**config.mk**
```make
export PLATFORM = sky130hd
export DESIGN_NAME = stlb_ram
export DESIGN_NICKNAME = d
export VERILOG_FILES = /design/src/rtl/stlb_ram.sv
export SDC_FILE = /design/constraint.sdc
export NUM_CORES = 1
export LEC_CHECK = 0
export ABC_AREA = 1
export BUFFER_PORTS_ARGS = -buffer_cell sky130_fd_sc_hd__buf_2
export CAP_MARGIN = 5
export CORE_MARGIN = 1.5
export CORE_UTILIZATION = 55
export DETAILED_ROUTE_END_ITERATION = 12
export HOLD_SLACK_MARGIN = 0.1
export MAX_ROUTING_LAYER = met4
export PLACE_DENSITY = 0.82
export SETUP_SLACK_MARGIN = 0.3
export SYNTH_ARGS = -nofsm -noshare
export SYNTH_HDL_FRONTEND = slang
export SYNTH_SLANG_ARGS = --single-unit
```
**constraint.sdc**
```tcl
create_clock -name i_clk -period 4.86 [get_ports i_clk]
set_clock_uncertainty 0.1 [all_clocks]
set_input_delay 0.729 -clock i_clk [delete_from_list [all_inputs] [get_ports i_clk]]
set_output_delay 0.729 -clock i_clk [all_outputs]
set_load 0.02 [all_outputs]
```
**src/rtl/stlb_ram.sv**
```systemverilog
`default_nettype none
// ---------------------------------------------------------------------------
// stlb_ram
// Generic single-port RAM with registered read.
// ---------------------------------------------------------------------------
module stlb_ram #(
    parameter int WIDTH = 8,
    parameter int DEPTH = 8
) (
    input  wire                      i_clk,
    input  wire                      i_we,
    input  wire  [$clog2(DEPTH)-1:0] i_addr,
    input  wire  [WIDTH-1:0]         i_wdata,
    output logic [WIDTH-1:0]         o_rdata
);
    logic [WIDTH-1:0] r_mem [DEPTH];

    // write and registered read
    always_ff @(posedge i_clk) begin
        if (i_we) begin
            r_mem[i_addr] <= i_wdata;
        end
        o_rdata <= r_mem[i_addr];
    end
endmodule
`default_nettype wire

```
# Word level (Yosys, flattened, before mapping)
# Memory sizes are Yosys's and may differ from the RTL's. A register that Yosys moved wholly into a read port is not among the register bits.
# Index checks and enable logic that the tools add are counted.
# W data, S select, Z words.
[word_totals]
reg_bits = 0
mem_bits_rw = 64
inputBits = 13
wordCells = 3
memories = 1
[memory_table]
columns = ["name", "depth", "width", "rd", "rd_clocked_by_memory_dff", "write_ports", "line_no", "rtl"]
rows = [
  ["r_mem", 8, 8, 1, 1, 1, "16", "logic [WIDTH-1:0] r_mem [DEPTH];"],
]
[classes]
mux = 2
[op_table]
columns = ["operator", "n"]
rows = [
  ["$mux W1", 2],
]

# Longest topological paths before layout
[logic_depth]
ltp_word = 2
mapped_depth = 9
ltp_nobuf = 7

# Worst setup path before layout
# No wires, ideal clock.
[synth_path]
kind = "in2reg"
from = "input port i_addr[0]"
to = "memory r_mem[0][0] (enable)"
setup_ns = 0.383
arrival_ns = 1.777
t_required_ns = 4.377
path_slack_ns = 2.599
stages = 5
n_path_buf = 2
cell_sequence = "buf_4 inv_4 buf_4 nand2_1 nor3_1"
[synth_rtl]
columns = ["item", "line_no", "rtl"]
rows = [
  ["start: declaration", "12", "input wire [$clog2(DEPTH)-1:0] i_addr,"],
  ["end: declaration", "16", ""],
]
# No word-level cell before the write port.

# Worst setup path in the final report
[layout_path]
from = "input port i_addr[0]"
to = "memory r_mem[0][2] (enable)"
# No word-level cell before the write port.

==> results by group <==
Run status
  – Status: completed

Synthesis
  – Net Count, Synth: between 200 and 300
  – Synthesized flop and latch total: 72
  – Register area share after synthesis: 0.7120
  – Mapped Cells: between 200 and 300
  – Synthesized cell area: slightly below 0.003 sq mm
  – Avg Inst Size Synth: about 10 sq um
  – Synth cell types: 14
  – Synth Warn #: 0

Timing
  – Final Cycle Share: 0.5259
  – Relative slew slack: 0.2795
  – Setup ws final: 2304 ps
  – Fmax achieved: 391.3 MHz
  – Endpoints failing setup: 0
  – Tmin final: 2556 ps
  – Final Max Tran Viols: 0
  – Least-Margin Pin Slew: ~1100 ps
  – RSZ-0062 raised after global routing: no
  – Final Hold Viols: 0
  – Final setup TNS: 0 ps

Layout
  – Post-Layout Cell Count: around 380
  – Multi-input combinational cell area: around 630 sq um
  – Ant diodes: 0
  – Layout area overhead: 12.45%
  – Storage cell area: roughly 0.0021 sq mm
  – Most frequent cells in the layout: nand2_1, edfxtp_1, inv_1, buf_2, nand3_1
  – Fin nets: 316
  – Share of cells above drive strength 1: 0.1364
  – Fill cells: a little under 400
  – Commonest non-fill, non-tap cell in the layout: nand2_1

Place
  – GP Congestion: around 0.85
  – Port bufs: 20
  – Post-Place Setup Slack: 1946 ps
  – Hpwl dp: 3677 microns
  – Placed insts: 362

Critical path
  – Setup crit start kind: primary input
  – Flop-to-flop setup slack: just under 4000 ps
  – Max FO, Critical Path: 34
  – Worst Setup End Kind: flop
  – Kind of critical path: primary input to flop
  – CP Data Arrival Time: 2430 ps
  – Worst EP required: between 4000 and 5000 ps

GRT
  – GR Util met2: 0.3550
  – Global route hottest layer: met2
  – Initial antenna violation count: 0
  – First-pass GRT wire length: between 9000 and 10,000 microns
  – Largest net degree at the start of global routing: 35
  – Met3 GRT Util: 0.04096
  – Vias in the first global route: ~1,800
  – Total gr overflow: 0
  – Total GRT Usage: 0.2265
  – Global Route met1 Usage: 0.2845

Clocking
  – Postcts setup bufs: 0
  – Hold buffer count at cts: 0
  – Post-CTS resize count: 0
  – Clk Latency, worst-skew pair: between 300 and 400 ps
  – Clk sinks: a little over 70
  – CTS buffer count: 9
  – Worst-path clk slew: approximately 70 ps
  – Clk buf depth: 2
  – CTS tree: yes
  – CTS H-Tree Depth: 3
  – Root buffer cell: clkbuf_8

Route
  – DRC: 0
  – Via density: between 4 and 5
  – DR pass1 iterations: 5
  – Antenna viol nets, final: 0
  – Drt total wl: ~5700 microns
  – Via Count: ~1,900
  – Initial DRC count: 255
  – Avg WL per Cell: roughly 15 microns

Hold path
  – Worst hold path class: flop to flop

Floorplanning
  – Die area: around 0.0058 sq mm
  – Die Span Y: about 76 microns
  – Core area: between 0.005 and 0.006 sq mm
  – Num ports: 21
  – Die Width: 75.92 microns
  – # rows: 26
  – Initial cell density of the core: 0.5725

Pwr
  – PD cells: between 400 and 500 mW/mm^2
  – P_leak: 0.001467 uW
  – Peak VDD IR: 0.2651 mV

Flow run
  – Max-cap viol count: 0
## layout make-up
type / instances / area share
inverter: 40 / 0.04642
multi-input combinational: 160 / 0.1918
sequential: 72 / 0.6332
timing repair buffer: 20 / 0.03044
clock buffer: 10 / 0.03881
tap: 70 / 0.02664
clock inverter: 6 / 0.03272
## worst paths after layout
kind                                            start                     to  cells past startpoint
worst min-delay path            r_mem[6][1]$_DFFE_PP_     o_rdata[1]$_DFF_P_                      6
worst min register to register  r_mem[6][1]$_DFFE_PP_     o_rdata[1]$_DFF_P_                      6
worst max-delay path                        i_addr[0]  r_mem[0][2]$_DFFE_PP_                      4
worst max register to register  r_mem[1][2]$_DFFE_PP_     o_rdata[2]$_DFF_P_                      6
## power breakdown
group          internal, uW  switching, uW
Combinational          24.4           66.6
Clock                   339            217
Sequential              698           5.75
## worst max-delay path, cell delays in order
cell,delay (ps)
buf_2,300
inv_4,350
nand2_1,190
nor3_1,830
## synthesized netlist by cell type (all sizes together)
cell type	count	share of area
buf	8	0.020
dfxtp	8	0.055
edfxtp	64	0.66
inv	40	0.052
nand2	137	0.18
nand3	14	0.024
nor2	7	0.012
nor3	2	0.0034
## through the flow
stage	area, sq um	hold WS, ps	utilization	total power [uW]
detailed placement	3053	513.3	0.5977	809.4
floorplan	2924	474.1	-	775.6
CTS	3288	532.2	0.6438	1358
finish	3288	528.5	0.6438	1352
global route	3288	597.4	0.6438	1392
global placement	3053	500.6	0.5977	805.0
## state kept, by name, indices dropped and copies added (netlist names)
name / count
r_mem: 64
o_rdata: 8
## logic make-up after synthesis
group,synth area share
buffers and inverters,0.07232
flip-flops,0.7120
AND/OR/NAND/NOR,0.2157
## routing by layer
layer	vias to the layer above	routed length, microns
met5	-	0
met4	0	125
met3	12	513
met2	82	2710
met1	834	2325
li1	927	-
No activity file was read; power rests on OpenSTA's default activity.
